==> config.mk <==
export PLATFORM = sky130hd
export DESIGN_NAME = sbsh_datapath
export DESIGN_NICKNAME = d
export VERILOG_FILES = /design/src/hdl/sbsh_pkg.sv /design/src/hdl/sbsh_ram.sv /design/src/hdl/sbsh_datapath.sv
export SDC_FILE = /design/constraint.sdc
export NUM_CORES = 2
export LEC_CHECK = 0
export ABC_AREA = 0
export BUFFER_PORTS_ARGS = -buffer_cell sky130_fd_sc_hd__buf_2
export CORE_MARGIN = 2
export CORE_UTILIZATION = 48
export CTS_CLUSTER_DIAMETER = 150
export DETAILED_ROUTE_END_ITERATION = 7
export SLEW_MARGIN = 20
export SYNTH_ARGS = -nofsm -noshare
export SYNTH_HDL_FRONTEND = slang
export SYNTH_SLANG_ARGS = --single-unit
==> constraint.sdc <==
create_clock -name clock -period 19.9 [get_ports clock]
set_input_delay 2.985 -clock clock [delete_from_list [all_inputs] [get_ports clock]]
set_output_delay 2.985 -clock clock [all_outputs]
set_load 0.03 [all_outputs]
==> src/hdl/sbsh_pkg.sv <==
// shared types and constants for the sha-256 byte stream hasher
package sbsh_pkg;

   localparam logic [31:0] ROUND_K [64] = '{
      32'h428a2f98, 32'h71374491, 32'hb5c0fbcf, 32'he9b5dba5,
      32'h3956c25b, 32'h59f111f1, 32'h923f82a4, 32'hab1c5ed5,
      32'hd807aa98, 32'h12835b01, 32'h243185be, 32'h550c7dc3,
      32'h72be5d74, 32'h80deb1fe, 32'h9bdc06a7, 32'hc19bf174,
      32'he49b69c1, 32'hefbe4786, 32'h0fc19dc6, 32'h240ca1cc,
      32'h2de92c6f, 32'h4a7484aa, 32'h5cb0a9dc, 32'h76f988da,
      32'h983e5152, 32'ha831c66d, 32'hb00327c8, 32'hbf597fc7,
      32'hc6e00bf3, 32'hd5a79147, 32'h06ca6351, 32'h14292967,
      32'h27b70a85, 32'h2e1b2138, 32'h4d2c6dfc, 32'h53380d13,
      32'h650a7354, 32'h766a0abb, 32'h81c2c92e, 32'h92722c85,
      32'ha2bfe8a1, 32'ha81a664b, 32'hc24b8b70, 32'hc76c51a3,
      32'hd192e819, 32'hd6990624, 32'hf40e3585, 32'h106aa070,
      32'h19a4c116, 32'h1e376c08, 32'h2748774c, 32'h34b0bcb5,
      32'h391c0cb3, 32'h4ed8aa4a, 32'h5b9cca4f, 32'h682e6ff3,
      32'h748f82ee, 32'h78a5636f, 32'h84c87814, 32'h8cc70208,
      32'h90befffa, 32'ha4506ceb, 32'hbef9a3f7, 32'hc67178f2};

   localparam logic [31:0] INIT_H [8] = '{
      32'h6a09e667, 32'hbb67ae85, 32'h3c6ef372, 32'ha54ff53a,
      32'h510e527f, 32'h9b05688c, 32'h1f83d9ab, 32'h5be0cd19};

   localparam logic [7:0] PAD_BYTE = 8'h80;
   localparam logic [5:0] LEN_START = 6'd56;
   localparam logic [63:0] BLOCK_BITS = 64'd512;

   // where a schedule word comes from while loading the block
   typedef enum logic [1:0] {
      SRC_BUF  = 2'd0,
      SRC_PAD  = 2'd1,
      SRC_ZERO = 2'd2,
      SRC_LEN  = 2'd3
   } byte_src_type;

   typedef struct packed {
      logic         wr_byte;      // write req byte to buffer, bump fill
      logic         rd_en;        // issue buffer read
      logic [5:0]   rd_addr;
      logic         load_byte;    // shift a byte into the schedule word
      logic [5:0]   load_pos;     // byte position in padded block
      logic         pad_mode;     // padding block: pad rules apply
      logic         second_pad;   // second padding block: no data, no 0x80
      logic         start_round;  // copy chain to working vars, round 0
      logic         round_en;
      logic         finish;       // add working vars into chain
      logic         add_block;    // bit count += 512
      logic         reinit;       // back to initial values
      logic [2:0]   out_sel;
   } ctl_type;

   typedef struct packed {
      logic [5:0] fill;
   } sts_type;

   function automatic logic [31:0] rotr(input logic [31:0] v, input int n);
      rotr = (v >> n) | (v << (32 - n));
   endfunction

endpackage

==> src/hdl/sbsh_ram.sv <==
// generic simple dual port ram with registered read
module sbsh_ram #(
   parameter int Width = 8,
   parameter int Depth = 64
) (
   input  logic                     clock,
   input  logic                     wr_en,
   input  logic [$clog2(Depth)-1:0] wr_addr,
   input  logic [Width-1:0]         wr_data,
   input  logic                     rd_en,
   input  logic [$clog2(Depth)-1:0] rd_addr,
   output logic [Width-1:0]         rd_data
);
   logic [Width-1:0] mem_ff [Depth];
   always_ff @(posedge clock) begin
      if (wr_en) mem_ff[wr_addr] <= wr_data;
      if (rd_en) rd_data <= mem_ff[rd_addr];
   end
endmodule

==> src/hdl/sbsh_datapath.sv <==
// buffer, message schedule, round unit and chaining value
module sbsh_datapath (
   input  logic             clock,
   input  logic             reset,
   input  sbsh_pkg::ctl_type ctl,
   input  logic [7:0]       req_byte,
   output sbsh_pkg::sts_type sts,
   output logic [31:0]      out_word
);
   logic [5:0]  fill_ff, fill_in;
   logic [63:0] bits_ff, bits_in;
   logic [31:0] h_ff [8];
   logic [31:0] v_ff [8];
   logic [31:0] w_ff [16];
   logic [31:0] wload_ff;
   logic [5:0]  rnd_ff;
   logic [7:0]  rd_data;
   logic [7:0]  ld_byte;
   logic [63:0] total;
   logic [31:0] s0, s1, w_new, w_cur, t1, t2, e, a;

   sbsh_ram #(.Width(8), .Depth(64)) u_buf (
      .clock, .wr_en(ctl.wr_byte), .wr_addr(fill_ff), .wr_data(req_byte),
      .rd_en(ctl.rd_en), .rd_addr(ctl.rd_addr), .rd_data);

   assign total = bits_ff + {55'd0, fill_ff, 3'd0};

   // byte of the padded block at load_pos
   always_comb begin
      ld_byte = 8'd0;
      if (!ctl.pad_mode) begin
         ld_byte = rd_data;
      end else begin
         if (!ctl.second_pad && ctl.load_pos < fill_ff) ld_byte = rd_data;
         else if (!ctl.second_pad && ctl.load_pos == fill_ff) ld_byte = sbsh_pkg::PAD_BYTE;
         else if (ctl.load_pos >= sbsh_pkg::LEN_START &&
                  (ctl.second_pad || fill_ff < sbsh_pkg::LEN_START))
            ld_byte = total[8*(7-ctl.load_pos[2:0]) +: 8];
      end
   end

   assign s0 = sbsh_pkg::rotr(w_ff[1], 7) ^ sbsh_pkg::rotr(w_ff[1], 18) ^ (w_ff[1] >> 3);
   assign s1 = sbsh_pkg::rotr(w_ff[14], 17) ^ sbsh_pkg::rotr(w_ff[14], 19) ^ (w_ff[14] >> 10);
   assign w_new = s1 + w_ff[9] + s0 + w_ff[0];
   assign w_cur = w_ff[0];
   assign e = v_ff[4];
   assign a = v_ff[0];
   assign t1 = v_ff[7] + (sbsh_pkg::rotr(e, 6) ^ sbsh_pkg::rotr(e, 11) ^ sbsh_pkg::rotr(e, 25))
             + ((e & v_ff[5]) ^ (~e & v_ff[6])) + sbsh_pkg::ROUND_K[rnd_ff] + w_cur;
   assign t2 = (sbsh_pkg::rotr(a, 2) ^ sbsh_pkg::rotr(a, 13) ^ sbsh_pkg::rotr(a, 22))
             + ((a & v_ff[1]) ^ (a & v_ff[2]) ^ (v_ff[1] & v_ff[2]));

   always_comb begin
      fill_in = fill_ff;
      bits_in = bits_ff;
      if (ctl.wr_byte) fill_in = fill_ff + 6'd1;
      if (ctl.add_block) bits_in = bits_ff + sbsh_pkg::BLOCK_BITS;
      if (ctl.reinit) begin
         fill_in = '0;
         bits_in = '0;
      end
   end

   always_ff @(posedge clock) begin
      if (reset) begin
         fill_ff <= '0;
         bits_ff <= '0;
         for (int i = 0; i < 8; i++) h_ff[i] <= sbsh_pkg::INIT_H[i];
      end else begin
         fill_ff <= fill_in;
         bits_ff <= bits_in;
         if (ctl.finish)
            for (int i = 0; i < 8; i++) h_ff[i] <= h_ff[i] + v_ff[i];
         else if (ctl.reinit)
            for (int i = 0; i < 8; i++) h_ff[i] <= sbsh_pkg::INIT_H[i];
      end
   end

   always_ff @(posedge clock) begin
      if (ctl.load_byte) begin
         wload_ff <= {wload_ff[23:0], ld_byte};
         if (ctl.load_pos[1:0] == 2'd3) begin
            for (int i = 0; i < 15; i++) w_ff[i] <= w_ff[i+1];
            w_ff[15] <= {wload_ff[23:0], ld_byte};
         end
      end
      if (ctl.start_round) begin
         for (int i = 0; i < 8; i++) v_ff[i] <= h_ff[i];
         rnd_ff <= '0;
      end else if (ctl.round_en) begin
         v_ff[7] <= v_ff[6]; v_ff[6] <= v_ff[5]; v_ff[5] <= v_ff[4];
         v_ff[4] <= v_ff[3] + t1;
         v_ff[3] <= v_ff[2]; v_ff[2] <= v_ff[1]; v_ff[1] <= v_ff[0];
         v_ff[0] <= t1 + t2;
         rnd_ff <= rnd_ff + 6'd1;
         for (int i = 0; i < 15; i++) w_ff[i] <= w_ff[i+1];
         w_ff[15] <= w_new;
      end
   end

   assign sts.fill = fill_ff;
   assign out_word = h_ff[ctl.out_sel];
endmodule

======== Word level (Yosys, flattened, before mapping) ========
Memory sizes are Yosys's and may differ from the RTL's. A register that Yosys moved wholly into a read port is not among the register bits.
Index checks and enable logic that the tools add are counted.
word-level totals
  latch bits .............................. 0
  input bits .............................. 35
  memory bits (read-only) ................. 2048
  memories kept ........................... 5
  flip-flop bits (word level) ............. 100
  bits in writable memories ............... 1536
memories
  memory            depth  bits a word  rd ports  clocked after memory_dff  write ports  line                 text
  (name not given)  64     32           1         0                         0            sbsh_datapath.sv:49  + ((e & v_ff[5]) ^ (~e & v_ff[6])) + sbsh_pkg::ROUND_K[rnd_ff] + w_cur;
  u_buf.mem_ff      64     8            1         1                         1            sbsh_ram.sv:14       logic [Width-1:0] mem_ff [Depth];
  w_ff              16     32           16        0                         16           sbsh_datapath.sv:14  logic [31:0] w_ff [16];
  h_ff              8      32           9         0                         8            sbsh_datapath.sv:12  logic [31:0] h_ff [8];
  v_ff              8      32           8         0                         8            sbsh_datapath.sv:13  logic [31:0] v_ff [8];
cells by class
  $mul .................................... 0
  $add $sub $neg .......................... 23
  shift operators ......................... 1
  muxes and demuxes ....................... 65
  divide/modulo/power cells ............... 0
  bitwise logic cells ..................... 68
  reduce and logical (&&, ||, !) cells .... 6
  $lt $le $gt $ge ......................... 4
  equality and inequality tests ........... 2
operator list
  kind                                            number
  2-to-1 mux 32 bit                               42
  adder 32 bit                                    18
  bitwise XOR 32 bit                              9
  AND 32 bit                                      5
  adder 64 x 10 -> 64 bit, second input constant  1
  adder 64 x 9 -> 64 bit                          1
  indexed part select 64 x 33 -> 8 bit            1
  bitwise OR 1 bit                                40
  2-to-1 mux 8 bit                                4
  NOT 32 bit                                      1
  bitwise OR 10 x 32 -> 32 bit                    1
  bitwise OR 13 x 32 -> 32 bit                    1
  bitwise OR 14 x 32 -> 32 bit                    1
  bitwise OR 15 x 32 -> 32 bit                    1
  bitwise OR 19 x 32 -> 32 bit                    1
  bitwise OR 21 x 32 -> 32 bit                    1
  bitwise OR 25 x 32 -> 32 bit                    1
  bitwise OR 26 x 32 -> 32 bit                    1
  bitwise OR 30 x 32 -> 32 bit                    1
  bitwise OR 7 x 32 -> 32 bit                     1
  bitwise XOR 32 x 22 -> 32 bit                   1
  bitwise XOR 32 x 29 -> 32 bit                   1
  2-to-1 mux 1 bit                                19
  adder 6 x 1 -> 6 bit, second input constant     2
  12 further kinds                                14

======== Depth between registers and ports, before layout ========
  depth after elaboration ................. 9
  mapped depth ............................ 42

======== By module ========
Synthesis repeated with hierarchy kept, for this count alone.
unflattened totals
  cells, all modules ...................... 7359
  area total of the unflattened synthesis .. 88541.2 µm²
by module, submodules not included
  module         cells an instance  area each (µm²)  seq. area each (µm²)  instances
  sbsh_datapath  6419               68294.2          31530.2               1
  sbsh_ram       940                20246.9          15615.0               1

======== Least setup slack after synthesis ========
No wires, ideal clock.
  path kind ............................... input -> register
  start ................................... input ctl[7] in the netlist's numbering
  end ..................................... memory w_ff[0][0], enable pin
  arrival ................................. 12.548 ns
  setup time .............................. 3.673 ns
  slack ................................... 3.679 ns
  path buffers ............................ 4
  stages .................................. 6
  cells stage by stage .................... clkbuf_1 -> nand2b_1 -> clkbuf_1 -> clkbuf_1 -> clkbuf_1 -> nand2_1
RTL lines
  item         line                 text
  from (decl)  sbsh_datapath.sv:5   input sbsh_pkg::ctl_type ctl,
  to (decl)    sbsh_datapath.sv:14

==> key figures <==
STA
  – Post-route setup TNS: 0 ns
  – Fin Clk Skew: 0.0705 ns
  – RSZ-0062 raised after global routing: false
  – Worst-Margin Slew: about 1.1 ns
  – Fin crit share: 53.7%
  – Hold Fails Final Rpt: 0
  – Slew margin rel.: approximately 22%
  – Fin crit period: between 10 and 15 ns
  – Fmax: roughly 94 MHz
  – Final setup vio count: 0
  – Final Max Slew Viols: 0

Detailed routing
  – Via density per instance: around 5.9
  – 1st-iter DRT viols: ~5800
  – Total routed wirelength: 249000 µm
  – Drt drc: 0
  – Drt pass-1 iters: 5
  – WL/cell: about 25 µm
  – Via count: around 58000
  – Antenna Violating Nets Remaining: 0

Global routing
  – Global-route usage over all layers: a little over a quarter
  – Largest net degree at the start of global routing: 92
  – Total gr overflow: 0
  – Initial antenna violation count: 9
  – Vias in the first global route: 56156
  – Wire length of the first global-routing pass: about 370000 µm

Clocking
  – Root Driver: clkbuf_16
  – Gates resized, CTS repair: 0
  – Clk slew on worst S/H paths: around 0.070 ns
  – CTS HTree Levels: 4
  – Post-CTS setup buffers: 0
  – Clock buffers created by TritonCTS: between 150 and 200
  – Worst-Skew Late Latency: roughly 0.84 ns
  – CTS Sinks: between 1500 and 2000
  – Hold_buf cts: 0
  – Clock Path Buffers: 3
  – CTS tree: done

Yosys
  – FFs w/ async S/R, synth: 0%
  – Sequential area share after synthesis: 53.3%
  – Post-Synth XOR/XNOR Area: 6.03%
  – Synth warn: 0
  – Synth top area share: 48.9%
  – Adder-cell share of the synthesized area: about a tenth
  – Post-synth EDFFs: 1440
  – Register bit total from synthesis: roughly 1600
  – Main synth FF type: edfxtp_1
  – Compound-Gate Fraction of Synth Area: a little over a tenth
  – Netlist Area Pre-Place: 0.0885 mm²
  – Top post-synthesis cells by area: edfxtp_1 49%, mux4_2 6.3%, ha_1 5.6%, dfxtp_1 4.4%, fa_1 4.4%
  – Syn_area_per_cell: approximately 12 µm²
  – Synth Area in Simple Gates: under 10%
  – Yosys cell types: 94
  – Post-synthesis mux area share: under 10%
  – Post-synth top area cell: edfxtp_1
  – Syn Inst Count: between 7000 and 8000
  – Main combinational cell family by area after synthesis: compound AO/OA/AOI/OAI gates
  – Syn nets: around 8000

Die
  – Initial Utilization: 48.3%
  – Die area: around 0.19 mm²
  – Die width: approximately 430 µm
  – Core Footprint: between 0.15 and 0.2 mm²
  – IO Count: 73
  – Die Span Y: approximately 430 µm
  – Row cnt: between 150 and 200

Layout
  – Area growth, synth to finish: 10.1%
  – Final #Nets: 7973
  – Fraction of layout cells with a size suffix above 1: between 10% and 20%

Worst setup path
  – CP max-delay cell: ha_1
  – End point of the critical path: v_ff[0][31]
  – Crit path DAT: roughly 11 ns
  – Worst endpoint required time: 20.50 ns
  – Worst Setup SP: rnd_ff[0]
  – Reg-to-Reg Start: rnd_ff[0]
  – Element type at the critical path end: flop
  – Top cell by count, worst path: inv_1
  – Worst R2R Path Depth: 40
  – Critical Path Max Stage Delay: roughly 0.64 ns
  – Reg2reg end: v_ff[0][31]
  – CP Launch Type: flop
  – WS Path Type: reg2reg
  – Critical path fanouts, max: 25
  – R2r setup slk: 9.21 ns

Place
  – GPL Wtd Cong: 0.943
  – DP Wirelength: approximately 180000 µm
  – I/O Buffers: slightly above 70

Min path
  – Hold Path Origin: w_ff[3][5]
  – Hold Path Class: reg2reg

Status
  – Run status: complete, no violations

Run
  – Max cap viols: 0
## flip-flops by register name, summed over array words and instances (netlist names)
name           cells
w_ff             512
h_ff             256
wload_ff          24
bits_ff           55
rnd_ff             6
u_buf.mem_ff     512
v_ff             256
u_buf.rd_data      8
sts                6
## placed cells by master (no fill, tap or decap), types with 56 or more instances in the layout
master / Yosys / layout
inv_1: 343 / 342
o21ai_0: 377 / 376
nor3_1: 90 / 90
mux4_2: 246 / 246
a21oi_1: 411 / 411
nand3_1: 101 / 101
nand2b_1: 81 / 79
buf_2: 0 / 65
xnor2_1: 359 / 359
o21a_1: 68 / 68
a31oi_1: 60 / 60
nor2b_1: 58 / 56
edfxtp_1: 1440 / 1440
nor2_1: 489 / 487
buf_4: 0 / 79
clkbuf_16: 0 / 179
ha_1: 398 / 398
fa_1: 195 / 195
xor2_1: 250 / 250
nand2_1: 1005 / 1004
dfxtp_1: 195 / 191
a21o_1: 170 / 170
## kinds of logic (layout without fill, tap and decap cells)
family          Yosys count  in the layout
compound gates         1468           1468
xor+xnor                609            609
fa+ha+maj               597            597
buf+inv                 674            823
flops                  1635           1635
mux                     332            332
other cells               0              4
simple gates           2031           2031
## final cells by class
class | count | area [µm²]
fill | 15723 | 85600
sequential | 1635 | 47200
clock inverter | 101 | 1310
multi-input combinational | 5037 | 38900
tap | 2464 | 3080
clock buffer | 228 | 4700
antenna | 4 | 10.0
inverter | 348 | 1310
timing repair buffer | 146 | 952
## through the flow
stage	instances	util (%)	worst slack [ns]	instance area [µm²]	hold slack [ns]
finish	9963	53.2	9.21	97400	0.411
global route	9961	53.2	8.65	97400	0.413
CTS	9958	53.2	9.38	97400	0.408
detailed placement	9629	49.9	9.38	91400	0.405
global placement	9629	49.9	9.17	91400	0.401
floorplan	7346	-	3.68	88500	0.400
## cell usage after synthesis, types with 68 or more instances
| cell | instances |
|---|---|
| nor2_1 | 489 |
| xnor2_1 | 359 |
| mux4_2 | 246 |
| xor2_1 | 250 |
| o21a_1 | 68 |
| nand3_1 | 101 |
| nand2_1 | 1005 |
| dfxtp_1 | 195 |
| inv_1 | 343 |
| ha_1 | 398 |
| nor3_1 | 90 |
| nand2b_1 | 81 |
| o21ai_0 | 377 |
| fa_1 | 195 |
| clkbuf_1 | 274 |
| a21o_1 | 170 |
| edfxtp_1 | 1440 |
| a21oi_1 | 411 |
## how the worst min path moves through the flow
| stage | endpoint | slack (ns) | cells after the start |
|---|---|---|---|
| 2_1_floorplan | w_ff[0][32] | 0.40 | 0 |
| 3_3_place_gp | w_ff[5][8] | 0.40 | 0 |
| 3_5_place_dp | w_ff[0][57] | 0.40 | 0 |
| 4_1_cts | w_ff[4][60] | 0.41 | 0 |
| 5_1_grt | w_ff[4][60] | 0.41 | 0 |
| 6_report | w_ff[2][37] | 0.41 | 0 |
## critical path: cells and delay by family, from the launching register on
| kind | cells | cell delay [ns] |
|---|---|---|
| muxes | 1 | 0.38 |
| DFF | 1 | 0.31 |
| adders and majority gates | 8 | 3.56 |
| and+or+nand+nor | 10 | 2.03 |
| xor gates and xnor gates | 1 | 0.20 |
| AOI/OAI and AO/OA | 13 | 3.06 |
| buffers and inverters | 7 | 0.94 |
## per-layer routing
metal  GRT usage [%]  up-vias  part of all wire (%)
li1                -    26814                     -
met1            37.0    29305                    43
met2            42.7     1927                    47
met3            3.55      396                   5.9
met4            9.16        8                   3.6
met5               0        -                 0.020
Power is not shown: default switching activity piles up to over one toggle a cycle in this logic, so the estimate is an artifact.
