===== src/hdl/sbsh_pkg.sv =====
// shared types and constants for the sha-256 byte stream hasher
package sbsh_pkg;

   localparam logic [31:0] ROUND_K [64] = '{
      32'h428a2f98, 32'h71374491, 32'hb5c0fbcf, 32'he9b5dba5,
      32'h3956c25b, 32'h59f111f1, 32'h923f82a4, 32'hab1c5ed5,
      32'hd807aa98, 32'h12835b01, 32'h243185be, 32'h550c7dc3,
      32'h72be5d74, 32'h80deb1fe, 32'h9bdc06a7, 32'hc19bf174,
      32'he49b69c1, 32'hefbe4786, 32'h0fc19dc6, 32'h240ca1cc,
      32'h2de92c6f, 32'h4a7484aa, 32'h5cb0a9dc, 32'h76f988da,
      32'h983e5152, 32'ha831c66d, 32'hb00327c8, 32'hbf597fc7,
      32'hc6e00bf3, 32'hd5a79147, 32'h06ca6351, 32'h14292967,
      32'h27b70a85, 32'h2e1b2138, 32'h4d2c6dfc, 32'h53380d13,
      32'h650a7354, 32'h766a0abb, 32'h81c2c92e, 32'h92722c85,
      32'ha2bfe8a1, 32'ha81a664b, 32'hc24b8b70, 32'hc76c51a3,
      32'hd192e819, 32'hd6990624, 32'hf40e3585, 32'h106aa070,
      32'h19a4c116, 32'h1e376c08, 32'h2748774c, 32'h34b0bcb5,
      32'h391c0cb3, 32'h4ed8aa4a, 32'h5b9cca4f, 32'h682e6ff3,
      32'h748f82ee, 32'h78a5636f, 32'h84c87814, 32'h8cc70208,
      32'h90befffa, 32'ha4506ceb, 32'hbef9a3f7, 32'hc67178f2};

   localparam logic [31:0] INIT_H [8] = '{
      32'h6a09e667, 32'hbb67ae85, 32'h3c6ef372, 32'ha54ff53a,
      32'h510e527f, 32'h9b05688c, 32'h1f83d9ab, 32'h5be0cd19};

   localparam logic [7:0] PAD_BYTE = 8'h80;
   localparam logic [5:0] LEN_START = 6'd56;
   localparam logic [63:0] BLOCK_BITS = 64'd512;

   // where a schedule word comes from while loading the block
   typedef enum logic [1:0] {
      SRC_BUF  = 2'd0,
      SRC_PAD  = 2'd1,
      SRC_ZERO = 2'd2,
      SRC_LEN  = 2'd3
   } byte_src_type;

   typedef struct packed {
      logic         wr_byte;      // write req byte to buffer, bump fill
      logic         rd_en;        // issue buffer read
      logic [5:0]   rd_addr;
      logic         load_byte;    // shift a byte into the schedule word
      logic [5:0]   load_pos;     // byte position in padded block
      logic         pad_mode;     // padding block: pad rules apply
      logic         second_pad;   // second padding block: no data, no 0x80
      logic         start_round;  // copy chain to working vars, round 0
      logic         round_en;
      logic         finish;       // add working vars into chain
      logic         add_block;    // bit count += 512
      logic         reinit;       // back to initial values
      logic [2:0]   out_sel;
   } ctl_type;

   typedef struct packed {
      logic [5:0] fill;
   } sts_type;

   function automatic logic [31:0] rotr(input logic [31:0] v, input int n);
      rotr = (v >> n) | (v << (32 - n));
   endfunction

endpackage


===== src/hdl/sbsh_ctrl.sv =====
// controller for byte intake, block loading, rounds and digest output
module sbsh_ctrl (
   input  logic              clock,
   input  logic              reset,
   input  logic              req_valid,
   input  logic              req_has_byte,
   input  logic              req_end,
   output logic              req_ready,
   output logic              rsp_valid,
   input  logic              rsp_ready,
   output logic [2:0]        rsp_index,
   output sbsh_pkg::ctl_type ctl,
   input  sbsh_pkg::sts_type sts
);
   typedef enum logic [5:0] {
      ST_IDLE  = 6'b000001,
      ST_LOAD  = 6'b000010,
      ST_ROUND = 6'b000100,
      ST_FIN   = 6'b001000,
      ST_OUT   = 6'b010000,
      ST_NEXT  = 6'b100000
   } state_type;

   state_type  state_ff, state_in;
   logic [6:0] cnt_ff, cnt_in;      // load: read issue count 0..64
   logic       pad_ff, pad_in;      // working on padding
   logic       sec_ff, sec_in;      // second padding block
   logic       endp_ff, endp_in;    // message end pending after full block
   logic [2:0] oidx_ff, oidx_in;
   logic       acc;

   assign req_ready = (state_ff == ST_IDLE);
   assign acc = req_valid && req_ready;
   assign rsp_valid = (state_ff == ST_OUT);
   assign rsp_index = oidx_ff;

   always_comb begin
      state_in = state_ff;
      cnt_in = cnt_ff;
      pad_in = pad_ff;
      sec_in = sec_ff;
      endp_in = endp_ff;
      oidx_in = oidx_ff;
      ctl = '0;
      ctl.pad_mode = pad_ff;
      ctl.second_pad = sec_ff;
      ctl.out_sel = oidx_ff;
      ctl.rd_addr = cnt_ff[5:0];
      ctl.load_pos = cnt_ff[5:0] - 6'd1;
      case (state_ff)
         ST_IDLE: begin
            if (acc) begin
               ctl.wr_byte = req_has_byte;
               cnt_in = '0;
               sec_in = 1'b0;
               if (req_has_byte && sts.fill == 6'd63) begin
                  pad_in = 1'b0;
                  endp_in = req_end;
                  state_in = ST_LOAD;
               end else if (req_end) begin
                  pad_in = 1'b1;
                  endp_in = 1'b0;
                  state_in = ST_LOAD;
               end
            end
         end
         ST_LOAD: begin
            // read issued at cnt, data loaded in the cycle after
            ctl.rd_en = cnt_ff < 7'd64;
            ctl.load_byte = cnt_ff != 7'd0;
            cnt_in = cnt_ff + 7'd1;
            if (cnt_ff == 7'd64) begin
               ctl.start_round = 1'b1;
               cnt_in = '0;
               state_in = ST_ROUND;
            end
         end
         ST_ROUND: begin
            ctl.round_en = 1'b1;
            cnt_in = cnt_ff + 7'd1;
            if (cnt_ff == 7'd63) state_in = ST_FIN;
         end
         ST_FIN: begin
            ctl.finish = 1'b1;
            cnt_in = '0;
            if (!pad_ff) begin
               ctl.add_block = 1'b1;
               // full block: fill wrapped to zero on the byte write
               if (endp_ff) begin
                  pad_in = 1'b1;
                  endp_in = 1'b0;
                  state_in = ST_LOAD;
               end else state_in = ST_IDLE;
            end else if (!sec_ff && sts.fill >= sbsh_pkg::LEN_START) begin
               sec_in = 1'b1;
               state_in = ST_LOAD;
            end else begin
               oidx_in = '0;
               state_in = ST_OUT;
            end
         end
         ST_OUT: begin
            if (rsp_ready) begin
               oidx_in = oidx_ff + 3'd1;
               if (oidx_ff == 3'd7) state_in = ST_NEXT;
            end
         end
         ST_NEXT: begin
            ctl.reinit = 1'b1;
            pad_in = 1'b0;
            sec_in = 1'b0;
            state_in = ST_IDLE;
         end
         default: state_in = ST_IDLE;
      endcase
   end

   always_ff @(posedge clock) begin
      if (reset) begin
         state_ff <= ST_IDLE;
         cnt_ff <= '0;
         pad_ff <= 1'b0;
         sec_ff <= 1'b0;
         endp_ff <= 1'b0;
         oidx_ff <= '0;
      end else begin
         state_ff <= state_in;
         cnt_ff <= cnt_in;
         pad_ff <= pad_in;
         sec_ff <= sec_in;
         endp_ff <= endp_in;
         oidx_ff <= oidx_in;
      end
   end
endmodule


===== config.mk =====
export PLATFORM = sky130hd
export DESIGN_NAME = sbsh_ctrl
export DESIGN_NICKNAME = d
export VERILOG_FILES = /design/src/hdl/sbsh_pkg.sv /design/src/hdl/sbsh_ctrl.sv
export SDC_FILE = /design/constraint.sdc
export NUM_CORES = 1
export LEC_CHECK = 0
export ABC_AREA = 1
export BUFFER_PORTS_ARGS = -buffer_cell sky130_fd_sc_hd__buf_4
export CAP_MARGIN = 40
export CORE_MARGIN = 4
export CORE_UTILIZATION = 25
export CTS_BUF_LIST = sky130_fd_sc_hd__clkbuf_4
export CTS_CLUSTER_SIZE = 24
export DETAILED_ROUTE_END_ITERATION = 7
export GPL_TIMING_DRIVEN = 0
export SYNTH_ARGS = -nofsm -noshare
export SYNTH_HDL_FRONTEND = slang
export SYNTH_SLANG_ARGS = --single-unit

===== constraint.sdc =====
create_clock -name clock -period 3.58 [get_ports clock]
set_input_delay 0.358 -clock clock [delete_from_list [all_inputs] [get_ports clock]]
set_output_delay 0.358 -clock clock [all_outputs]
set_load 0.02 [all_outputs]

**Word-level counts from Yosys, hierarchy flattened**

Index checks and enable logic that the tools add are counted.

- Register bits: 19
- Bits of input ports: 12
- Logic and storage cells: 89

- $add $sub $neg: 3
- Order comparisons: 2
- Equal/unequal tests: 20
- Muxes and demuxes: 43
- Reductions and logical operators: 15

Operators with widths:

| cell | number |
|---|---|
| 6-bit 2-to-1 mux | 8 |
| 6-bit case mux with 5 select lines | 1 |
| 7-bit case mux with 4 select lines | 1 |
| 1-bit 2-to-1 mux | 21 |
| 7-bit 2-to-1 mux | 2 |
| 6-bit == test (second input constant) | 2 |
| 2-bit inequality test (second input constant) | 6 |
| 4-bit AND reduction | 3 |
| 3-bit 2-to-1 mux | 3 |
| 7-bit by 1-bit adder with 7-bit output (second input constant) | 1 |
| 7-bit by 6-bit == test with 1-bit output (second input constant) | 1 |
| 7-bit == test (second input constant) | 1 |
| 7-bit < comparator (second input constant) | 1 |
| 7-bit nonzero test | 1 |
| 6-bit by 1-bit == test with 1-bit output (second input constant) | 1 |
| 6-bit by 2-bit == test with 1-bit output (second input constant) | 1 |
| 6-bit by 3-bit == test with 1-bit output (second input constant) | 1 |
| 6-bit by 4-bit == test with 1-bit output (second input constant) | 1 |
| 6-bit by 5-bit == test with 1-bit output (second input constant) | 1 |
| 6-bit >= comparator (second input constant) | 1 |
| 2-bit by 1-bit inequality test with 1-bit output (second input constant) | 3 |
| 1-bit case mux with 3 select lines | 2 |
| 3-bit case mux with 2 select lines | 1 |
| 6-bit AND reduction | 1 |
| 14 further kinds | 18 |

**Depth between registers and ports, before layout**

Gate-level depths: netlist of run 1.

- Word-level depth: 5
- Depth in mapped cells: 11
- Gate-level depth less buffers: 11

**Worst setup path after synthesis of run 1**

No wires, ideal clock.

- Path kind: flip-flop to output port
- Start: register cnt_ff[0]
- End: output port ctl[7] in the netlist's numbering
- Arrival: 1.337 ns
- Required time: 3.222 ns
- Setup slack: 1.885 ns
- Stages on the path, launching flop included: 7
- Path through: dfxtp_1 > inv_1 > ha_1 > nand2_2 > nor2_4 > nand2_2 > nor2_1

RTL lines:

| element | RTL line | text |
|---|---|---|
| from (decl) | sbsh_ctrl.sv:25 | `logic [6:0] cnt_ff, cnt_in;` |
| from (signal assigned) | sbsh_ctrl.sv:128 | `cnt_ff <= cnt_in;` |
| to (decl) | sbsh_ctrl.sv:12 | `output sbsh_pkg::ctl_type ctl,` |

==> flow_metrics.env, run 1 <==
export IMPL_crit_path_max_fanout=6
export IMPL_clk_insertion_delay_late_ns=0.30
export IMPL_p_int_uw=498.7
export IMPL_critPathRequiredTime_ns=3.22
export IMPL_netlist_area_sq_mm=0.001423
export IMPL_transition_time_at_the_pin_with_the_least_slew_margin_ns=0.4824
export IMPL_synth_largest_area_cell="sky130_fd_sc_hd__dfxtp_1"
export IMPL_path_cells="inv_1 -> ha_1 -> nand2_2 -> nor2_4 -> nand2_2 -> nor2_1 -> buf_4"
export IMPL_area_delta_synth_final_pct=30.08
export IMPL_routed_wl_microns=3430
export IMPL_final_number_of_setup_violating_endpoints=0
export IMPL_port_buffers=41
export IMPL_clock_sink_count=19
export IMPL_gp_congestion=0.8250
export IMPL_antenna_cells=0
export IMPL_slew_viol_final=0
export IMPL_cts_made_buffers=3
export IMPL_drt_drc_violations_left=0
export IMPL_synth_cell_types=26
export IMPL_netSwitchingFraction_pct=48.26
export IMPL_crit_reg2reg_launch="cnt_ff[0]"
export IMPL_postSynthAreaPerCell_sq_um=6.408
export IMPL_worst_slew_margin_relative_to_its_limit_pct=67.84
export IMPL_final_nets=284
export IMPL_grt_pass1_vias=1387
export IMPL_ys_dominant_reg_cell="sky130_fd_sc_hd__dfxtp_1"
export IMPL_post_synth_arst_share_pct=0
export IMPL_cts_buffer_depth=2
export IMPL_clockPowerShare_pct=12.6
export IMPL_ys_ff_latch=19
export IMPL_holdCritPathClass="in2reg"
export IMPL_worst_clock_skew_ns=0.01225
export IMPL_total_switching_power_uw=465.2
export IMPL_final_seq_area_sq_um=380.4
export IMPL_coreArea_sq_mm=0.005507
export IMPL_htree_num_levels=1
export IMPL_critPathCaptureType="output pin"
export IMPL_design_die_area_sq_mm=0.006961
export IMPL_reported_leakage_power_uw=0.0009825
export IMPL_synth_commonest_cells="sky130_fd_sc_hd__nand2_1, sky130_fd_sc_hd__nor2_1, sky130_fd_sc_hd__inv_1, sky130_fd_sc_hd__dfxtp_1"
export IMPL_crit_type="reg2out"
export IMPL_clk_pin_slew_ns=0.12
export IMPL_total_power_after_layout_uw=963.9
export IMPL_max_freq_ghz=0.4981
export IMPL_synth_top_cells_by_area="sky130_fd_sc_hd__dfxtp_1, sky130_fd_sc_hd__nand2_1, sky130_fd_sc_hd__nor2_1, sky130_fd_sc_hd__inv_1, sky130_fd_sc_hd__buf_4"
export IMPL_slowest_stage="sky130_fd_sc_hd__dfxtp_1"
export IMPL_routed_via_count=1419
export IMPL_postSynthCellCount=222
export IMPL_globalRouteTotalUtil_pct=9.973
export IMPL_ctsRootBufferMaster="sky130_fd_sc_hd__clkbuf_4"
export IMPL_place_hpwl_microns=2760
export IMPL_grt_setup_unrepaired="false"
export IMPL_drt_initial_drc_count=77
export IMPL_timing_final_crit_period_ns=2.008
export IMPL_ports=42
export IMPL_irDropWorstVdd_mv=0.1914
export IMPL_detailed_route_vias_per_instance=4.186
export IMPL_share_seq_of_total_power_pct=28.4
export IMPL_placed_area_sq_mm=0.001821
export IMPL_antenna_violations_before_repair=0
export IMPL_share_of_the_yosys_chip_area_belonging_to_registers_pct=26.74
export IMPL_min_period_over_period_pct=56.08
export IMPL_yosys_warnings=0
export IMPL_initial_core_util_pct=25.84
export IMPL_grt_max_degree=11
export IMPL_final_global_route_overflow_total=0
export IMPL_yosys_cell_count_top_type="sky130_fd_sc_hd__nand2_1"
export IMPL_cts_setup_buffers=0
export IMPL_final_setup_tns_ns=0
export IMPL_detail_route_wl_per_cell_microns=10.12
export IMPL_worst_hold_startpoint="reset"
export IMPL_final_fill_count=588
export IMPL_multiInputGateArea_sq_um=818.3
export IMPL_cts_hold_repair_buffers=0
export IMPL_drt_pass1_iterations=4
export IMPL_layout_drive_gt1_share_pct=30.34
export IMPL_synth_top_cell_area_share_pct=26.74
export IMPL_drv_cap=0
export IMPL_synth_net_count=238
export IMPL_global_route_wire_length_before_repair_microns=5996
export IMPL_synth_enable_flop_cells=0
export IMPL_cp_arrival_ns=1.65
export IMPL_crit_path_start="cnt_ff[0]"
export IMPL_power_combinational_fraction_pct=59.1
export IMPL_worst_path_most_repeated_cell="sky130_fd_sc_hd__nand2_2"
export IMPL_die_h_microns=83.44
export IMPL_critical_path_startpoint_type="flip-flop"
export IMPL_finish_instance_area_sq_mm=0.001851
export IMPL_die_width_microns=83.44
export IMPL_run_status="finished clean"
export IMPL_count_of_final_hold_check_violations=0
export IMPL_tritoncts="done"
export IMPL_placement_rows=27
export IMPL_crit_path_max_incr_delay_ns=0.39
export IMPL_cts_resized=0
export IMPL_drt_antenna_violating_nets=0
export IMPL_powerDensity_mw_per_mm2=520.9
[cell usage in the layout, fill, tap and decap left out]
master                     instances
sky130_fd_sc_hd__nand2_4           2
sky130_fd_sc_hd__o21ai_1           1
sky130_fd_sc_hd__a21oi_1          13
sky130_fd_sc_hd__nand3_1          13
sky130_fd_sc_hd__ha_1              4
sky130_fd_sc_hd__xnor2_1           1
sky130_fd_sc_hd__inv_1            29
sky130_fd_sc_hd__o21bai_1          2
sky130_fd_sc_hd__nand2_2           5
sky130_fd_sc_hd__nor2_4            5
sky130_fd_sc_hd__dfxtp_1          19
sky130_fd_sc_hd__inv_2             3
sky130_fd_sc_hd__nand3_2           4
sky130_fd_sc_hd__o21ai_0           4
sky130_fd_sc_hd__nor2_2            3
sky130_fd_sc_hd__nand2_1          54
sky130_fd_sc_hd__buf_4            53
sky130_fd_sc_hd__o211ai_1          2
sky130_fd_sc_hd__nor2_1           31
sky130_fd_sc_hd__clkbuf_4          4
sky130_fd_sc_hd__nand4_1           3
sky130_fd_sc_hd__xor2_1            5
sky130_fd_sc_hd__nor3b_1           1
sky130_fd_sc_hd__nor3_1            2
sky130_fd_sc_hd__clkbuf_1          1
sky130_fd_sc_hd__buf_2             2
sky130_fd_sc_hd__nor4_1            1
[sequential cells by signal, summed over array words and instances (netlist names)]
signal / count
endp_ff: 1
rsp_index: 3
pad_ff: 1
state_ff: 6
cnt_ff: 7
sec_ff: 1
[layout make-up]
| type | instances | share of cell area, % |
|---|---|---|
| clock buffers | 4 | 1.623 |
| multi-input cells | 156 | 44.22 |
| flip-flops and latches | 19 | 20.55 |
| plain buffers | 15 | 5.612 |
| repair buffers | 41 | 16.63 |
| inverters | 32 | 6.491 |
| well taps | 72 | 4.868 |
[logic make-up after synthesis]
family	after synthesis	share of synthesized area (%)
buffers and inverters	47	15.74
XOR/XNOR	6	3.694
flip-flops	19	26.74
adder cells (fa/ha/maj)	4	3.518
AO/OA/AOI/OAI	22	8.442
AND/OR/NAND/NOR	124	41.86
[power by group through the flow]
stage          clock network (uW)  logic (uW)  registers, uW
2_1_floorplan                   0         425            272
3_3_place_gp                    0         578            278
3_5_place_dp                    0         577            279
4_1_cts                       126         579            274
5_1_grt                       133         639            279
6_report                      121         569            273
[through the flow]
step | utilization, % | hold WS [ns] | setup WS, ns | cells
2_1_floorplan | - | 0.4360 | 1.885 | 222
3_3_place_gp | 33.06 | 0.4711 | 1.889 | 335
3_5_place_dp | 33.06 | 0.4770 | 1.897 | 335
4_1_cts | 33.61 | 0.2535 | 1.540 | 339
5_1_grt | 33.61 | 0.2574 | 1.438 | 339
6_report | 33.61 | 0.2673 | 1.572 | 339
[worst max-delay path: cells and delay by family (launching register included)]
family / cells / cell delay, ns
buffers and inverters: 2 / 0.33
flip-flops: 1 / 0.39
AND/OR/NAND/NOR: 4 / 0.42
adder cells (fa/ha/maj): 1 / 0.23
[final timing paths]
kind / slack [ns] / depth (start not counted) / endpoint
min: 0.27 / 2 / state_ff[5]
max: 1.57 / 7 / ctl[7]
min reg2reg: 0.49 / 2 / sec_ff
max reg2reg: 1.87 / 11 / state_ff[1]
[per-layer routing]
layer / track usage [%] / share of wire (%)
met4: 2.193 / 0.67
met3: 1.290 / 2.7
met2: 18.08 / 49
met1: 12.52 / 47
met5: 0 / 0
(Power assumes the default switching activity.)
==> inputs of run 2 (changes only) <==
==> constraint.sdc (replaced) <==
create_clock -name clock -period 1.8 [get_ports clock]
set_input_delay 0.18 -clock clock [delete_from_list [all_inputs] [get_ports clock]]
set_output_delay 0.18 -clock clock [all_outputs]
set_load 0.02 [all_outputs]
==> run 2 against run 1 <==
Via count up 0.92%. Global-route usage is the same. Clock-buffer cell count unchanged. Flip-flop and latch count did not move. Register-to-register slack got worse by 1.7 ns.
==> flow_metrics.env, run 2 (synthesized netlist as in run 1, its figures left out) <==
export IMPL_worst_clock_skew_ns=0.01114
export IMPL_drt_met1_wl_microns=1606
export IMPL_coreArea_sq_mm=0.005507
export IMPL_design_die_area_sq_mm=0.006961
export IMPL_detailed_route_vias_per_instance=4.199
export IMPL_drt_pass1_iterations=4
export IMPL_critPathRequiredTime_ns=1.62
export IMPL_final_global_route_overflow_total=0
export IMPL_top_register_by_number_of_flip_flops="cnt_ff"
export IMPL_grt_setup_unrepaired="true"
export IMPL_port_buffers=41
export IMPL_run_status="finished clean"
export IMPL_place_hpwl_microns=2760
export IMPL_clock_sink_count=19
export IMPL_detail_route_wl_per_cell_microns=10.09
export IMPL_largest_register_ffs=7
export IMPL_crit_type="reg2out"
export IMPL_ports=42
export IMPL_routed_top_layer="met4"
export IMPL_placement_rows=27
export IMPL_wl_met2_microns=1731
export IMPL_hold_end="state_ff[5]"
export IMPL_drt_drc_violations_left=0
export IMPL_clk_insertion_delay_late_ns=0.30
export IMPL_layout_cells_most_common="sky130_fd_sc_hd__buf_4"
export IMPL_finish_instance_area_sq_mm=0.001872
export IMPL_grt_max_degree=11
export IMPL_reported_leakage_power_uw=0.0009953
export IMPL_irDropWorstVdd_mv=0.3728
export IMPL_drv_cap=0
export IMPL_initial_core_util_pct=25.84
export IMPL_critPathCaptureType="output pin"
export IMPL_tritoncts="done"
export IMPL_cts_made_buffers=3
export IMPL_timing_final_crit_period_ns=1.693
export IMPL_worst_hold_startpoint="reset"
export IMPL_antenna_cells=0
export IMPL_clk_pin_slew_ns=0.12
export IMPL_cts_buffer_depth=2
export IMPL_transition_time_at_the_pin_with_the_least_slew_margin_ns=0.4820
export IMPL_crit_path_max_fanout=6
export IMPL_routed_via_count=1432
export IMPL_critical_path_startpoint_type="flip-flop"
export IMPL_timing_reg2reg_worst_path_depth=10
export IMPL_global_route_wire_length_before_repair_microns=5996
export IMPL_die_h_microns=83.44
export IMPL_final_nets=286
export IMPL_final_number_of_setup_violating_endpoints=0
export IMPL_max_freq_ghz=0.5906
export IMPL_min_period_over_period_pct=94.06
export IMPL_drt_initial_drc_count=65
export IMPL_final_cell_mix="sky130_fd_sc_hd__buf_4, sky130_fd_sc_hd__nand2_1, sky130_fd_sc_hd__nor2_1"
export IMPL_routed_wl_microns=3442
export IMPL_ctsRootBufferMaster="sky130_fd_sc_hd__clkbuf_4"
export IMPL_drt_antenna_violating_nets=0
export IMPL_r2r_end="state_ff[1]"
export IMPL_layout_drive_gt1_share_pct=31.97
export IMPL_powerDensity_mw_per_mm2=1035
export IMPL_gp_congestion=0.8250
export IMPL_die_width_microns=83.44
export IMPL_grt_pass1_vias=1387
export IMPL_min_delay_path_depth=2
export IMPL_slew_viol_final=0
export IMPL_placed_area_sq_mm=0.001821
export IMPL_globalRouteTotalUtil_pct=9.973
export IMPL_worst_slew_margin_relative_to_its_limit_pct=67.87
export IMPL_fin_util_pct=33.99
export IMPL_htree_num_levels=1
export IMPL_antenna_violations_before_repair=0
export IMPL_count_of_final_hold_check_violations=0
export IMPL_routed_wl_met3_microns=80
export IMPL_crit_reg2reg_launch="cnt_ff[1]"
export IMPL_holdCritPathClass="in2reg"
export IMPL_cp_arrival_ns=1.51
export IMPL_area_delta_synth_final_pct=31.57
export IMPL_reg2reg_slack_ns=0.22
## run 2: cell count changes in the layout (fill, tap and decap cells not counted)
cell and change:
sky130_fd_sc_hd__inv_4 +1, sky130_fd_sc_hd__dfxtp_1 -1, sky130_fd_sc_hd__inv_1 -1, sky130_fd_sc_hd__ha_1 -1
sky130_fd_sc_hd__dfxtp_2 +1, sky130_fd_sc_hd__buf_4 +2, sky130_fd_sc_hd__ha_2 +1
## run 2: where the power goes
part,total [uW],switching [uW],internal (uW)
combinational,1150,732,417
clock,242,141,101
sequential,547,61.9,485
total,1940,934,1000
## run 2: critical path, cell delays in order (launching register included)
cell	delay, ns
sky130_fd_sc_hd__dfxtp_2	0.38
sky130_fd_sc_hd__inv_4	0.09
sky130_fd_sc_hd__ha_2	0.20
sky130_fd_sc_hd__nand2_2	0.07
sky130_fd_sc_hd__nor2_4	0.12
sky130_fd_sc_hd__nand2_2	0.10
sky130_fd_sc_hd__nor2_1	0.11
sky130_fd_sc_hd__buf_4	0.15
## run 2: cell type report
cell class | instances | area [sq um]
plain buffers | 15 | 103.9
clock buffers | 4 | 30.03
fillers | 585 | 3635
inverters | 32 | 122.6
multi-input cells | 156 | 820.8
flip-flops and latches | 19 | 381.6
well taps | 72 | 90.09
repair buffers | 43 | 322.8
## run 2: stage by stage
step	power, uW	setup slack, ns	hold WS (ns)	TNS, ns	std cells
after detailed placement	1702	0.1196	0.4009	0	335
after CTS	1949	0.002463	0.07554	0	339
final	1938	0.1068	0.08641	0	341
after global placement	1703	0.1086	0.4039	0	335
after global routing	2109	-0.01145	0.07944	-0.01145	341
after floorplan	1386	0.2329	0.2580	0	222
## run 2: how the worst max path moves through the flow
stage	from	to	slack (ns)
floorplan	cnt_ff[0]	state_ff[1]	0.23
global placement	cnt_ff[0]	state_ff[1]	0.11
detailed placement	cnt_ff[0]	state_ff[1]	0.12
CTS	cnt_ff[0]	ctl[7]	0.002
global route	state_ff[2]	ctl[16]	-0.01
finish	cnt_ff[0]	ctl[7]	0.11
## run 2: repair_timing
action | CTS | global route
buffers inserted | 0 | 2
gates cloned | 0 | 0
endpoints found under the setup margin | 3 | 4
resized for setup | 1 | 3
hold buffers | 0 | 0
pin swaps | 0 | 1
## run 2: per-layer routing
layer,vias to the layer above,global-route usage [%]
met5,-,0
met4,0,2.193
met3,2,1.290
met2,21,18.08
met1,631,12.52
li1,778,-
==> inputs of run 3 (changes only) <==
--- a/config.mk
+++ b/config.mk
@@ -6,11 +6,11 @@
 export NUM_CORES = 1
 export LEC_CHECK = 0
 export ABC_AREA = 1
-export BUFFER_PORTS_ARGS = -buffer_cell sky130_fd_sc_hd__buf_4
+export BUFFER_PORTS_ARGS = -buffer_cell sky130_fd_sc_hd__buf_2
 export CAP_MARGIN = 40
 export CORE_MARGIN = 4
 export CORE_UTILIZATION = 25
-export CTS_BUF_LIST = sky130_fd_sc_hd__clkbuf_4
+export CTS_BUF_LIST = sky130_fd_sc_hd__clkbuf_4 sky130_fd_sc_hd__clkbuf_8
 export CTS_CLUSTER_SIZE = 24
 export DETAILED_ROUTE_END_ITERATION = 7
 export GPL_TIMING_DRIVEN = 0
==> run 3 against run 2 <==
Combinational power decreased by 5%. Clock power rose by 28%. Wire length about the same. Sequential share of layout area grew 1.2 points. Clock-buffer cell count shrank 1. Highest routed layer unchanged. Flip-flop and latch count is the same. Register-to-register slack is essentially flat. Critical path type unchanged. Critical path depth is 1 lower. Via count up 1.7%.
==> flow_metrics.env, run 3 (synthesized netlist as in run 1, its figures left out) <==
export IMPL_irDropWorstVdd_mv=0.3711
export IMPL_detail_route_wl_per_cell_microns=10.15
export IMPL_instances_no_fill=339
export IMPL_critical_path_buf_inv_count=2
export IMPL_reported_leakage_power_uw=0.0009713
export IMPL_min_delay_path_depth=2
export IMPL_grt_setup_unrepaired="false"
export IMPL_slew_viol_final=0
export IMPL_clk_pin_slew_ns=0.08
export IMPL_grt_util_met1_pct=12.14
export IMPL_port_buffers=41
export IMPL_place_hpwl_microns=2776
export IMPL_cts_made_buffers=3
export IMPL_largest_register_ffs=7
export IMPL_drt_antenna_violating_nets=0
export IMPL_final_global_route_overflow_total=0
export IMPL_critPathRequiredTime_ns=1.62
export IMPL_ports=42
export IMPL_critPathCaptureType="output pin"
export IMPL_ctsRootBufferMaster="sky130_fd_sc_hd__clkbuf_8"
export IMPL_layout_drive_gt1_share_pct=31.09
export IMPL_area_delta_synth_final_pct=24.10
export IMPL_final_nets=284
export IMPL_timing_reg2reg_worst_path_depth=10
export IMPL_drv_cap=0
export IMPL_die_width_microns=83.44
export IMPL_htree_num_levels=1
export IMPL_cpLargestDelayFamily="simple AND/OR/NAND/NOR gates"
export IMPL_crit_path_max_incr_delay_ns=0.35
export IMPL_crit_type="reg2out"
export IMPL_holdCritPathClass="in2reg"
export IMPL_crit_cells=6
export IMPL_antenna_cells=0
export IMPL_cts_buffer_depth=2
export IMPL_gp_congestion=0.8074
export IMPL_design_die_area_sq_mm=0.006961
export IMPL_routed_wl_microns=3441
export IMPL_tritoncts="done"
export IMPL_slowest_stage="sky130_fd_sc_hd__dfxtp_1"
export IMPL_worst_slew_margin_relative_to_its_limit_pct=66.13
export IMPL_grtUsageMet3_pct=1.290
export IMPL_layer_with_the_highest_usage_after_global_routing="met2"
export IMPL_drt_initial_drc_count=71
export IMPL_transition_time_at_the_pin_with_the_least_slew_margin_ns=0.5081
export IMPL_final_setup_tns_ns=0
export IMPL_drt_drc_violations_left=0
export IMPL_grt_pass1_vias=1360
export IMPL_path_cells="nor2_2 -> nand2_2 -> nor2_4 -> inv_1 -> a21oi_1 -> buf_2"
export IMPL_final_seq_area_sq_um=381.6
export IMPL_final_cell_mix="sky130_fd_sc_hd__nand2_1, sky130_fd_sc_hd__buf_2, sky130_fd_sc_hd__nor2_1"
export IMPL_final_fill_count=602
export IMPL_initial_core_util_pct=25.84
export IMPL_worst_clock_skew_ns=0.003875
export IMPL_placement_rows=27
export IMPL_clock_sink_count=19
export IMPL_count_of_final_hold_check_violations=0
export IMPL_crit_path_max_fanout=9
export IMPL_antenna_violations_before_repair=0
export IMPL_grt_max_degree=12
export IMPL_global_route_wire_length_before_repair_microns=5844
export IMPL_powerDensity_mw_per_mm2=1105
export IMPL_routed_via_count=1456
export IMPL_critical_path_startpoint_type="flip-flop"
export IMPL_grt_met2_usage_pct=17.93
export IMPL_top_register_by_number_of_flip_flops="cnt_ff"
export IMPL_placedCellCount=335
export IMPL_clk_insertion_delay_late_ns=0.26
export IMPL_run_status="finished clean"
export IMPL_layout_cells_most_common="sky130_fd_sc_hd__nand2_1"
export IMPL_timing_final_crit_period_ns=1.666
export IMPL_max_freq_ghz=0.6002
export IMPL_coreArea_sq_mm=0.005507
export IMPL_drt_pass1_iterations=4
export IMPL_cp_arrival_ns=1.49
export IMPL_detailed_route_vias_per_instance=4.295
export IMPL_final_number_of_setup_violating_endpoints=0
export IMPL_multiInputGateArea_sq_um=818.3
export IMPL_die_h_microns=83.44
export IMPL_min_period_over_period_pct=92.56
export IMPL_globalRouteTotalUtil_pct=9.865
run 3: changes by cell type in the layout (fill, tap and decap cells not counted):
| cell | previous run | this run |
|---|---|---|
| sky130_fd_sc_hd__buf_4 | 55 | 12 |
| sky130_fd_sc_hd__buf_2 | 2 | 43 |
| sky130_fd_sc_hd__clkbuf_4 | 4 | 0 |
| sky130_fd_sc_hd__clkbuf_8 | 0 | 3 |
| sky130_fd_sc_hd__clkinv_2 | 0 | 1 |
| sky130_fd_sc_hd__ha_1 | 3 | 4 |
| sky130_fd_sc_hd__ha_2 | 1 | 0 |
| sky130_fd_sc_hd__inv_2 | 3 | 4 |
| sky130_fd_sc_hd__inv_4 | 1 | 0 |
run 3: final cells by class:
class,instances,area share (%)
Multi-Input combinational cell,156,46.35
Sequential cell,19,21.62
Timing Repair Buffer,41,11.62
Inverter,32,6.804
Buffer,15,5.882
Tap cell,72,5.103
Clock buffer,3,2.339
Clock inverter,1,0.2835
run 3: path summary, 6_finish.rpt:
path / startpoint / endpoint / slack, ns
worst max-delay path: state_ff[2] / ctl[16] / 0.13
worst min-delay path: reset / state_ff[5] / 0.16
worst max register to register: cnt_ff[1] / state_ff[1] / 0.21
worst min register to register: sec_ff / sec_ff / 0.49
run 3: report_power, final:
group,internal (uW),total (uW),switching [uW]
Sequential,485,549,63.4
Combinational,356,1090,737
Clock,154,309,155
Total,996,1950,955
run 3: routing by layer:
layer | part of all wire [%] | up-vias | wire [microns]
li1 | - | 766 | -
met1 | 47 | 665 | 1613
met2 | 49 | 20 | 1703
met3 | 2.3 | 5 | 80
met4 | 1.2 | 0 | 43
met5 | 0 | - | 0
run 3: repair_timing:
item                                    4_1_cts  5_1_grt
hold endpoints to repair                      0        0
hold buffers                                  0        0
buffers inserted                              0        0
resized for setup                             0        2
endpoints found under the setup margin        0        4
run 3: worst reg2reg max path: stages (launching register included):
cell and delay [ns]:
sky130_fd_sc_hd__dfxtp_1 0.45, sky130_fd_sc_hd__ha_1 0.22, sky130_fd_sc_hd__nand3_1 0.14, sky130_fd_sc_hd__inv_1 0.10, sky130_fd_sc_hd__nand2_1 0.06, sky130_fd_sc_hd__nand2_1 0.08, sky130_fd_sc_hd__nand3_2 0.11, sky130_fd_sc_hd__nor2_2 0.16
sky130_fd_sc_hd__nand2_1 0.07, sky130_fd_sc_hd__nand2_1 0.06, sky130_fd_sc_hd__nor2_1 0.04
run 3: through the flow:
stage               area, sq um  worst slack, ns  power [uW]  hold WS (ns)  utilization, %
CTS                        1764          0.01898        1964        0.1485           32.04
detailed placement         1718           0.1410        1651        0.4308           31.20
global route               1765          0.01101        2086        0.1674           32.06
finish                     1765           0.1340        1951        0.1555           32.06
global placement           1718           0.1112        1646        0.4362           31.20
floorplan                  1423           0.2329        1386        0.2580               -
